`src/design/hsv_pkg.sv`:
```
package hsv_pkg;

  localparam int unsigned SectorDegrees = 60;
  localparam int unsigned SectorCount   = 9;
  localparam logic [10:0] FractionScale = 11'd1110;
  localparam logic [15:0] FractionFull  = 16'hFFFF;
  localparam logic [7:0]  LevelFull     = 8'd255;

  typedef struct packed {
    logic [8:0] hue;
    logic [7:0] saturation;
    logic [7:0] brightness;
  } hsv_t;

  typedef struct packed {
    logic [7:0] red;
    logic [7:0] green;
    logic [7:0] blue;
  } rgb_t;

  typedef logic [3:0] sector_t;

  localparam sector_t SectorRedYel = 4'd0;
  localparam sector_t SectorYelGrn = 4'd1;
  localparam sector_t SectorGrnCyn = 4'd2;
  localparam sector_t SectorCynBlu = 4'd3;
  localparam sector_t SectorBluMag = 4'd4;

endpackage

```
`src/design/hsv_sector.sv`:
```
module hsv_sector import hsv_pkg::*; (
  input  logic [8:0] hue,
  output sector_t    sector,
  output logic [5:0] remainder
);

  logic [8:0] base;

  // sector = number of 60 degree boundaries at or below the hue
  always_comb begin
    sector = '0;
    for (int k = 1; k < SectorCount; k++) begin
      if (hue >= 9'(k * SectorDegrees)) begin
        sector = 4'(k);
      end
    end
  end

  always_comb begin
    base = '0;
    for (int k = 1; k < SectorCount; k++) begin
      if (sector == 4'(k)) begin
        base = 9'(k * SectorDegrees);
      end
    end
  end

  assign remainder = 6'(hue - base);

endmodule

```
`src/design/hsv_to_rgb_converter.sv`:
```
// HSV to RGB converter, four-stage pipeline.
// Throughput: one pixel per cycle while the output is not stalled;
// stages advance independently, so a stalled output fills empty
// stages before blocking the input.
// Reset: synchronous, active high; clears every stage valid bit.
module hsv_to_rgb_converter import hsv_pkg::*; (
  input  logic clk,
  input  logic rst,
  input  logic hsv_valid,
  output logic hsv_ready,
  input  hsv_t hsv,
  output logic rgb_valid,
  input  logic rgb_ready,
  output rgb_t rgb
);

  logic v1, v2, v3, v4;
  logic rdy1, rdy2, rdy3, rdy4;

  sector_t    sec_d;
  logic [5:0] rem_d;

  sector_t    sec1;
  logic [5:0] rem1;
  logic [7:0] sat1, val1;

  sector_t     sec2;
  logic [15:0] frac2, pv2;
  logic [7:0]  sat2, val2;

  sector_t    sec3;
  logic [7:0] fq3, ft3, p3, val3;
  logic       grey3;

  logic       grey4;

  logic [16:0] frac_prod;
  logic [23:0] sq_prod, st_prod;
  logic [15:0] q_prod, t_prod;
  logic [7:0]  q_lvl, t_lvl;
  rgb_t        rgb_next;

  assign rdy4 = !v4 || rgb_ready;
  assign rdy3 = !v3 || rdy4;
  assign rdy2 = !v2 || rdy3;
  assign rdy1 = !v1 || rdy2;
  assign hsv_ready = rdy1;
  assign rgb_valid = v4;

  hsv_sector u_sector (
    .hue       (hsv.hue),
    .sector    (sec_d),
    .remainder (rem_d)
  );

  always_ff @(posedge clk) begin
    if (rst) begin
      v1 <= 1'b0;
      v2 <= 1'b0;
      v3 <= 1'b0;
      v4 <= 1'b0;
    end else begin
      if (rdy1) v1 <= hsv_valid;
      if (rdy2) v2 <= v1;
      if (rdy3) v3 <= v2;
      if (rdy4) v4 <= v3;
    end
  end

  // stage 1: sector and remainder
  always_ff @(posedge clk) begin
    if (rdy1) begin
      sec1 <= sec_d;
      rem1 <= rem_d;
      sat1 <= hsv.saturation;
      val1 <= hsv.brightness;
    end
  end

  // stage 2: fraction and p product
  assign frac_prod = rem1 * FractionScale;

  always_ff @(posedge clk) begin
    if (rdy2) begin
      sec2  <= sec1;
      frac2 <= frac_prod[15:0];
      pv2   <= val1 * (LevelFull - sat1);
      sat2  <= sat1;
      val2  <= val1;
    end
  end

  // stage 3: scaled saturation terms for q and t
  assign sq_prod = sat2 * frac2;
  assign st_prod = sat2 * (FractionFull - frac2);

  always_ff @(posedge clk) begin
    if (rdy3) begin
      sec3  <= sec2;
      fq3   <= sq_prod[23:16];
      ft3   <= st_prod[23:16];
      p3    <= pv2[15:8];
      val3  <= val2;
      grey3 <= (sat2 == 8'd0);
    end
  end

  // stage 4: q, t and channel select
  assign q_prod = val3 * (LevelFull - fq3);
  assign t_prod = val3 * (LevelFull - ft3);
  assign q_lvl  = q_prod[15:8];
  assign t_lvl  = t_prod[15:8];

  always_comb begin
    if (grey3) begin
      rgb_next = '{red: val3, green: val3, blue: val3};
    end else begin
      case (sec3)
        SectorRedYel: rgb_next = '{red: val3,  green: t_lvl, blue: p3};
        SectorYelGrn: rgb_next = '{red: q_lvl, green: val3,  blue: p3};
        SectorGrnCyn: rgb_next = '{red: p3,    green: val3,  blue: t_lvl};
        SectorCynBlu: rgb_next = '{red: p3,    green: q_lvl, blue: val3};
        SectorBluMag: rgb_next = '{red: t_lvl, green: p3,    blue: val3};
        default:      rgb_next = '{red: val3,  green: p3,    blue: q_lvl};
      endcase
    end
  end

  always_ff @(posedge clk) begin
    if (rdy4) begin
      rgb   <= rgb_next;
      grey4 <= grey3;
    end
  end

  a_drain_ready: assert property (@(posedge clk) disable iff (rst)
    !rgb_valid |-> hsv_ready)
    else $error("input blocked with empty output stage");

  a_grey_equal: assert property (@(posedge clk) disable iff (rst)
    (rgb_valid && grey4) |-> (rgb.red == rgb.green && rgb.green == rgb.blue))
    else $error("grey pixel with unequal channels");

  a_reset_empty: assert property (@(posedge clk)
    rst |=> !rgb_valid)
    else $error("result valid straight after reset");

  a_stall_hold: assert property (@(posedge clk) disable iff (rst)
    (v3 && rgb_valid && !rgb_ready) |=> v3)
    else $error("stage 3 lost an item under stall");

endmodule
```
`config.mk`:
```
export PLATFORM = sky130hd
export DESIGN_NAME = hsv_to_rgb_converter
export DESIGN_NICKNAME = d
export VERILOG_FILES = /design/src/design/hsv_pkg.sv /design/src/design/hsv_sector.sv /design/src/design/hsv_to_rgb_converter.sv
export SDC_FILE = /design/constraint.sdc
export NUM_CORES = 1
export LEC_CHECK = 0
export BUFFER_PORTS_ARGS = -buffer_cell sky130_fd_sc_hd__buf_4
export CELL_PAD_IN_SITES_DETAIL_PLACEMENT = 1
export CELL_PAD_IN_SITES_GLOBAL_PLACEMENT = 1
export CORE_ASPECT_RATIO = 0.5
export CORE_MARGIN = 2
export CORE_UTILIZATION = 30
export DETAILED_ROUTE_END_ITERATION = 10
export PLACE_DENSITY_LB_ADDON = 0.05
export SETUP_SLACK_MARGIN = 0.5
export SKIP_CTS_REPAIR_TIMING = 1
export SYNTH_ARGS = -nofsm -noshare
export SYNTH_HDL_FRONTEND = slang
export SYNTH_HIERARCHICAL = 1
export SYNTH_SLANG_ARGS = --single-unit
export TNS_END_PERCENT = 1
```
`constraint.sdc`:
```
create_clock -name clk -period 7.84 [get_ports clk]
set_input_delay 1.568 -clock clk [delete_from_list [all_inputs] [get_ports clk]]
set_output_delay 1.568 -clock clk [all_outputs]
set_load 0.1 [all_outputs]
```
Yosys cells after proc, flatten, opt, wreduce, memory -nomap -nowiden
Index checks and enable logic that the tools add are counted.
{"block": "classes", "addsub": 5, "n_mul": 6, "order_cmp": 8, "eq_ne": 12, "muxes": 18, "n_reduce_logical": 10}
{"operator": "$pmux 24 s5", "n": 1}
{"operator": "$mul 9x9->16", "n": 3}
{"operator": "$mux 6", "n": 8}
{"operator": "$ge 9x9->1 const B", "n": 4}
{"operator": "$sub 8x8->9 const A", "n": 3}
{"operator": "$mul 9x17->24", "n": 1}
{"operator": "$mux 24", "n": 1}
{"operator": "$mul 8x15->23", "n": 1}
{"operator": "$eq 4x3->1 const B", "n": 5}
{"operator": "$ge 9x8->1 const B", "n": 2}
{"operator": "$sub 16x16->17 const A", "n": 1}
{"operator": "$eq 4x2->1 const B", "n": 4}
{"operator": "$mul 6x10->15 const B", "n": 1}
{"operator": "$mux 3", "n": 4}
{"operator": "$ge 9x6->1 const B", "n": 1}
{"operator": "$ge 9x7->1 const B", "n": 1}
{"operator": "$eq 4x1->1 const B", "n": 2}
{"operator": "$logic_not 8->1", "n": 1}
{"operator": "$sub 6x6->6", "n": 1}
{"operator": "$eq 4x4->1 const B", "n": 1}
{"operator": "$logic_not 1->1", "n": 4}
{"operator": "$logic_not 4->1", "n": 1}
{"operator": "$logic_or 1x1->1", "n": 4}
{"operator": "$mux 2", "n": 2}
{"operator": "2 further kinds", "n": 2}
{"block": "totals", "ff_bits": 142, "in_bits": 29, "out_inout_bits": 26, "wordCells": 81}

Longest topological paths before layout
Gate-level depths: netlist of the first run.
{"block": "depth", "ltp_word": 19, "depth_mapped": 20, "mapped_depth_nobuf": 18}

Modules after synthesis
The synthesis of the first run kept the hierarchy.
{"mod": "hsv_to_rgb_converter", "n_inst": 1, "cells_per_inst": 1890, "area_each_um2": 18869.3, "seq_area_each_um2": 3983.8}
{"mod": "hsv_sector", "n_inst": 1, "cells_per_inst": 54, "area_each_um2": 441.7, "seq_area_each_um2": 0.0}

Worst setup path after synthesis of the first run
Ideal clock, no wire load.
{"block": "synth_path", "path_type": "reg-to-reg", "startpoint": "reg val3[4]", "endpoint": "reg rgb[22] in the netlist's numbering, data pin", "setup_time_ns": 0.262, "t_arrival_ns": 4.737, "required_ns": 7.578, "path_slack_ns": 2.841, "stages_incl_launch_ff": 19, "path_buffers": 2, "synth_period_minus_slack_ns": 4.999, "path_cell_list": "edfxtp_1 -> clkbuf_1 -> clkbuf_1 -> nand2b_1 -> fa_1 -> fa_1 -> inv_1 -> fa_1 -> inv_1 -> fa_1 -> inv_1 -> ha_1 -> or2_2 -> o22ai_1 -> o31ai_2 -> o21a_2 -> xor2_2 -> a222oi_1 -> nand2_1"}
{"item": "start: declaration", "line_no": "hsv_to_rgb_converter.sv:32", "text": "logic [7:0] fq3, ft3, p3, val3;"}
{"item": "start signal: assignment", "line_no": "hsv_to_rgb_converter.sv:103", "text": "val3 <= val2;"}
{"item": "end signal: assignment", "line_no": "hsv_to_rgb_converter.sv:131", "text": "rgb <= rgb_next;"}
{"item": "end: declaration", "line_no": "hsv_to_rgb_converter.sv:14", "text": "output rgb_t rgb"}

Worst setup path in the final report of the first run
{"block": "layout_path", "startpoint": "reg sat2[4]", "endpoint": "reg fq3[7], data pin"}
{"block": "layout_between", "elab_chain_cells": 1}
{"item": "start: declaration", "line_no": "hsv_to_rgb_converter.sv:29", "text": "logic [7:0] sat2, val2;"}
{"item": "start signal: assignment", "line_no": "hsv_to_rgb_converter.sv:88", "text": "sat2 <= sat1;"}
{"item": "$mul 8x15->23", "line_no": "hsv_to_rgb_converter.sv:94", "text": "assign sq_prod = sat2 * frac2;"}
{"item": "via sq_prod[23]", "line_no": "hsv_to_rgb_converter.sv:38", "text": "logic [23:0] sq_prod, st_prod;"}
{"item": "end signal: assignment", "line_no": "hsv_to_rgb_converter.sv:100", "text": "fq3 <= sq_prod[23:16];"}
{"item": "end: declaration", "line_no": "hsv_to_rgb_converter.sv:32"}
The timed path passes the listed nets, and every way through them passes these cells.
A chain may end at the register's enable or synchronous reset.

==> out/metrics.csv, run 1 <==
metric;value;unit
Core Footprint;63400;µm²
initial antenna violation count;2;
Hold Crit Class;flop to flop;
first-pass GRT wire length;84.9;mm
shortest period the worst path allows;5.74;ns
most frequent cells in the layout;inv_1 (350), fa_1 (277), ha_1 (220), nor2b_1 (157), edfxtp_1 (130);
syn avg cell area;9.93;µm²
WP buf/inv;3;
clk slew on worst S/H paths;0.08;ns
clk root buf;clkbuf_16;
top_reg_cell synth;edfxtp_1;
CTS buffer count;17;
Setup crit start kind;flop;
RSZ-0062 raised after global routing;false;
placed inst area;20600;µm²
Yosys Warn Count;6;
Post-synth EDFFs;130;
Starting Density;30.5;%
Finish-stage setup viols;0;
area growth from synthesis to layout;9.43;%
critical-path cell list;buf_4 -> and2_1 -> fa_1 -> inv_1 -> fa_1 -> fa_1 -> fa_1 -> inv_1 -> ha_1 -> a21o_1 -> a21oi_1 -> o21ai_0 -> a211oi_1 -> o31ai_1 -> a2111o_1 -> o211a_1;
GPL Wtd Cong;0.751;
Reg-to-Reg End;fq3[7];
DRT Pass-1 Iters;5;
synth unique cells;87;
register area;3980;µm²
dpl cells;2774;
CTS tree;done;
worst slew pin tran;1.04;ns
width of the die;363;µm
vias in the first global route;14800;
Skew-Pair Late Insertion Delay;0.46;ns
initial DRC count;578;
fillcell total;7118;
vias;13100;
DRC viols;0;
H-Tree Depth;4;
row count;65;
Fmax achieved;174;MHz
post-synthesis net count;2470;
die area;66500;µm²
CP Data Arrival Time;5.95;ns
status;finished, final reports clean;
CP delay by family, top;adder cells;
IO buf count;54;
total grt overflow;0;
Post-DP HPWL;39.4;mm
Critical Path Fanout Max;22;
Multi-input gate area;13700;µm²
CTS max path bufs;2;
worst clock skew;0.0211;ns
Pins Over Slew Limit;0;
slew margin rel.;29.9;%
final worst-path cycle share;73.2;%
Worst Hold Launch;val2[0];
Cell Count, Final, Fillers Out;2808;
GRT Util Overall;16.4;%
commonest non-fill, non-tap cell in the layout;inv_1;
Worst setup EP type;flop;
nets@finish;2482;
Hold Path Sink;val3[0];
sequential-to-total area share from yosys stat;20.6;%
Worst R2R Setup Slack;2.10;ns
worst-case reg-to-reg path depth;16;
register bit total from synthesis;134;
hold path cells;0;
Ports;55;
Mapped Area;19300;µm²
ratio of cells with drive above 1 in the final layout;6.35;%
Critical-path top delay cell;a211oi_1;
CP peak stage delay;0.82;ns
clock sink count;134;
Gate Count Post-Synth;1944;
async set-reset flop share out of synthesis;0;%
Post-DRT Antenna Nets;0;
design area;21100;µm²
max_cap viols;0;
largest net degree at the start of global routing;44;
most numerous cell on the critical path;fa_1;
final hold viol count;0;
Post-Route WL;51.0;mm
CP Data Required Time;8.04;ns
DR vias/cell;4.66;
FF-to-FF Start;sat2[4];
die height;183;µm
DR WL/cell;18.2;µm
kind of critical path;flop to flop;
setup TNS;0;ns
worst reg2reg max path: cells and delay by family, from the launching register on:
family	cells	cell delay [ns]
buffers and inverters	3	0.40
and+or+nand+nor	1	0.21
adders and majority gates	5	2.23
DFF	1	0.60
AOI/OAI and AO/OA	7	2.05
cell type report:
cell class,count,share of cell area [%]
Clock buffer,17,2.01
Tap cell,837,4.96
Multi-Input combinational cell,1381,64.8
Inverter,351,6.23
Sequential cell,134,18.9
Antenna cell,2,0.0237
Timing Repair Buffer,71,2.52
Clock inverter,15,0.634
sequential cells by signal, summed over array words and instances, names as in the netlist, 6 cells and up:
register  count
rgb          24
frac2        15
fq3           8
ft3           8
p3            8
pv2           8
sat1          8
sat2          8
val1          8
val2          8
val3          8
rem1          6
worst max-delay path by stage:
stage                        from      end  slack [ns]  cells after the start
after floorplan           val3[4]  rgb[22]        2.84                     18
after detailed placement  sat2[5]   ft3[7]        2.10                     16
after CTS                 sat2[6]   fq3[7]        2.08                     15
final                     sat2[4]   fq3[7]        2.10                     16
after global routing      sat2[5]   ft3[7]        1.70                     16
after global placement    sat2[5]   ft3[7]        2.16                     16
metrics by stage:
stage / hold slack [ns] / utilization [%] / setup slack, ns
after floorplan: 0.400 / - / 2.84
after global routing: 0.404 / 33.3 / 1.70
after CTS: 0.404 / 33.3 / 2.08
after detailed placement: 0.405 / 32.5 / 2.10
after global placement: 0.402 / 32.5 / 2.16
final: 0.402 / 33.4 / 2.10
kinds of logic (layout without fill, tap and decap cells):
family / after synthesis / count (layout) / synth area share (%)
fa+ha+maj: 498 / 498 / 43.0
xor+xnor: 48 / 48 / 2.22
buf+inv: 429 / 454 / 8.51
simple gates: 609 / 609 / 17.4
other cells: 0 / 2 / 0
mux: 2 / 2 / 0.104
compound gates: 224 / 224 / 8.07
flops: 134 / 134 / 20.6
synth_stat cells, types with 4 or more instances:
master,instances,area [µm²]
a31oi_1,8,50.1
edfxtp_1,130,3900
xnor2_1,26,228
and2_1,84,526
ha_1,220,2750
nand3b_1,4,30.0
a211oi_1,9,67.6
nand4_1,4,25.0
nand2_1,86,323
o21a_1,6,45.0
and3_1,4,25.0
o21ai_0,39,195
o21bai_1,4,30.0
buf_1,5,18.8
nor2b_1,157,982
fa_1,277,5550
o22ai_1,12,75.1
a221oi_1,5,43.8
or3_1,4,25.0
or2_2,4,25.0
a21o_1,15,113
o211ai_1,4,30.0
a21oi_1,65,325
nor3_1,21,105
nand2b_1,119,744
dfxtp_1,4,80.1
nor2_1,92,345
o31ai_1,6,45.0
clkbuf_1,67,251
xor2_1,21,184
inv_1,351,1320
nand3_1,13,65.1
routing by layer:
layer,vias up,global-route usage [%],routed length [µm]
met5,-,0,0
met4,0,3.27,570
met3,28,2.19,994
met2,96,26.3,22800
met1,6700,23.6,26700
li1,6252,-,-
Power of run 1 is not shown: default switching activity piles up to over one toggle a cycle in this logic, so the estimate is an artifact.
==> inputs of run 2 (changes only) <==
==> constraint.sdc (replaced) <==
create_clock -name clk -period 5 [get_ports clk]
set_input_delay 1 -clock clk [delete_from_list [all_inputs] [get_ports clk]]
set_output_delay 1 -clock clk [all_outputs]
set_load 0.1 [all_outputs]
==> run 2 against run 1 <==
Fmax is 18% higher. Sequential share of layout area is 1.1 points lower. Count of clock-buffer cells in the layout stayed put. Global-route usage is 0.24 points higher. Utilization is 2.0 points higher. Via count is 2.9% higher. Worst hold slack better by 0.018 ns. Non-clock buffer count is 95 higher. Critical path depth is 2 higher. First-iteration DRC count is 7.8% lower.
==> out/metrics.csv, run 2 (synthesis gave the netlist of run 1 again) <==
metric;value;unit;change
status;finished, final reports clean;;
most numerous cell on the critical path;fa_1;;
RSZ-0062 raised after global routing;true;;
DR WL/cell;18.1;µm;-0.38%
vias;13500;;+2.9%
max reg flops;24;;unchanged
design area;22400;µm²;+6.1%
clk root buf;clkbuf_16;;
first-pass GRT wire length;85.8;mm;+1.1%
die height;183;µm;unchanged
DRC viols;0;;unchanged
WHS;0.419;ns;+0.0175 ns
GPL Wtd Cong;0.775;;+3.2%
Core Footprint;63400;µm²;unchanged
CTS max path bufs;2;;unchanged
Ports;55;;unchanged
nets@finish;2577;;+3.8%
biggest regs;rgb: 24 flops, frac2: 15 flops;;
DP Worst Slack;-0.147;ns;-2.24 ns
max layer used;met4;;
Reg with most FFs;rgb;;
CP Data Arrival Time;5.09;ns;-0.86 ns
kind of critical path;flop to flop;;
Skew-Pair Late Insertion Delay;0.46;ns;about the same
Pins Over Slew Limit;0;;unchanged
placed inst area;21500;µm²;+4.5%
row count;65;;unchanged
initial DRC count;533;;-7.8%
ratio of cells with drive above 1 in the final layout;13.3;%;+6.9 points
Hold Crit Class;flop to flop;;
CTS tree;done;;
Crit. Startpoint;sat2[4];;
Starting Density;30.5;%;unchanged
register area;3980;µm²;unchanged
slew margin rel.;24.9;%;-5.0 points
total grt overflow;0;;unchanged
final hold viol count;0;;unchanged
Post-DRT Antenna Nets;0;;unchanged
CTS buffer count;17;;unchanged
vias in the first global route;15200;;+2.2%
Metal-1 WL;27.2;mm;+2.0%
largest net degree at the start of global routing;44;;unchanged
Critical-path top delay cell;fa_1;;
fillcell total;7082;;-0.51%
Ant. Diodes;0;;-2
CP peak stage delay;0.56;ns;-0.26 ns
Worst setup EP type;flop;;
die area;66500;µm²;unchanged
H-Tree Depth;4;;unchanged
clk slew on worst S/H paths;0.07;ns;about the same
fin worst setup slack;0.124;ns;-1.97 ns
WL met2;24.0;mm;+5.0%
CP Data Required Time;5.22;ns;-2.82 ns
initial antenna violation count;3;;+1
clock sink count;134;;unchanged
Multi-input gate area;14000;µm²;+2.5%
critical-path cell list;buf_12 -> and2_1 -> fa_1 -> inv_1 -> fa_1 -> fa_1 -> fa_1 -> inv_1 -> ha_1 -> a21o_1 -> a21oi_1 -> o21ai_1 -> buf_4 -> a211oi_2 -> buf_4 -> o31ai_2 -> a2111o_1 -> o211a_1;;
FF-to-FF Start;sat2[4];;
Post-Route WL;52.5;mm;+2.9%
hold path cells;0;;unchanged
Finish-stage setup viols;0;;unchanged
area growth from synthesis to layout;16.1;%;
worst slew pin tran;1.13;ns;+0.0826 ns
most frequent cells in the layout;inv_1 (347), fa_1 (277), ha_1 (215), nor2b_1 (156), buf_4 (147);;
met3 wire length;1.05;mm;+5.4%
Fmax achieved;205;MHz;+18%
width of the die;363;µm;unchanged
Critical Path Fanout Max;32;;+45%
worst clock skew;0.0133;ns;-0.00779 ns
Setup crit start kind;flop;;
IO buf count;54;;unchanged
GRT Util Overall;16.6;%;+0.24 points
shortest period the worst path allows;4.88;ns;-0.866 ns
commonest non-fill, non-tap cell in the layout;inv_1;;
DRT Pass-1 Iters;5;;unchanged
setup TNS;0;ns;unchanged
Worst Hold Launch;val2[4];;
final worst-path cycle share;97.5;%;+24 points
DR vias/cell;4.64;;-0.42%
max_cap viols;0;;unchanged
Post-DP HPWL;41.9;mm;+6.4%
worst-case reg-to-reg path depth;18;;+2
## run 2: cell count changes in the layout (fill, tap and decap cells not counted), sizes merged
cell / change
clkinv: +2
diode: -2
clkbuf: +1
buf: +94
clkinvlp: -2
## run 2: critical path: cells and delay by family, from the launching register on
kind	cells	cell delay [ns]
DFF	1	0.41
AOI/OAI and AO/OA	7	1.11
buffers and inverters	5	0.62
adders and majority gates	5	2.26
and+or+nand+nor	1	0.19
## run 2: per-stage QoR
step / instances / utilization [%]
floorplan: 1944 / -
global placement: 2861 / 33.9
detailed placement: 2861 / 33.9
CTS: 2893 / 34.9
global route: 2901 / 35.4
finish: 2901 / 35.4
## run 2: worst paths after layout
check | slack (ns) | to
setup / recovery | 0.12 | fq3[7]
hold reg to reg | 0.42 | val3[4]
setup reg to reg | 0.12 | fq3[7]
hold / removal | 0.42 | val3[4]
## run 2: area by class of cell
cell class	count	area share, %
clock buffers	17	1.90
repair buffers	166	6.42
clock inverters	15	0.787
well taps	837	4.67
inverters	351	5.88
flip-flops and latches	134	17.8
multi-input cells	1381	62.6
## run 2: metal layers
metal,up-vias,GRT usage [%]
met5,-,0
met4,0,2.36
met3,21,2.32
met2,104,27.2
met1,6874,23.8
li1,6453,-
Power of run 2 is left out for the same reason.
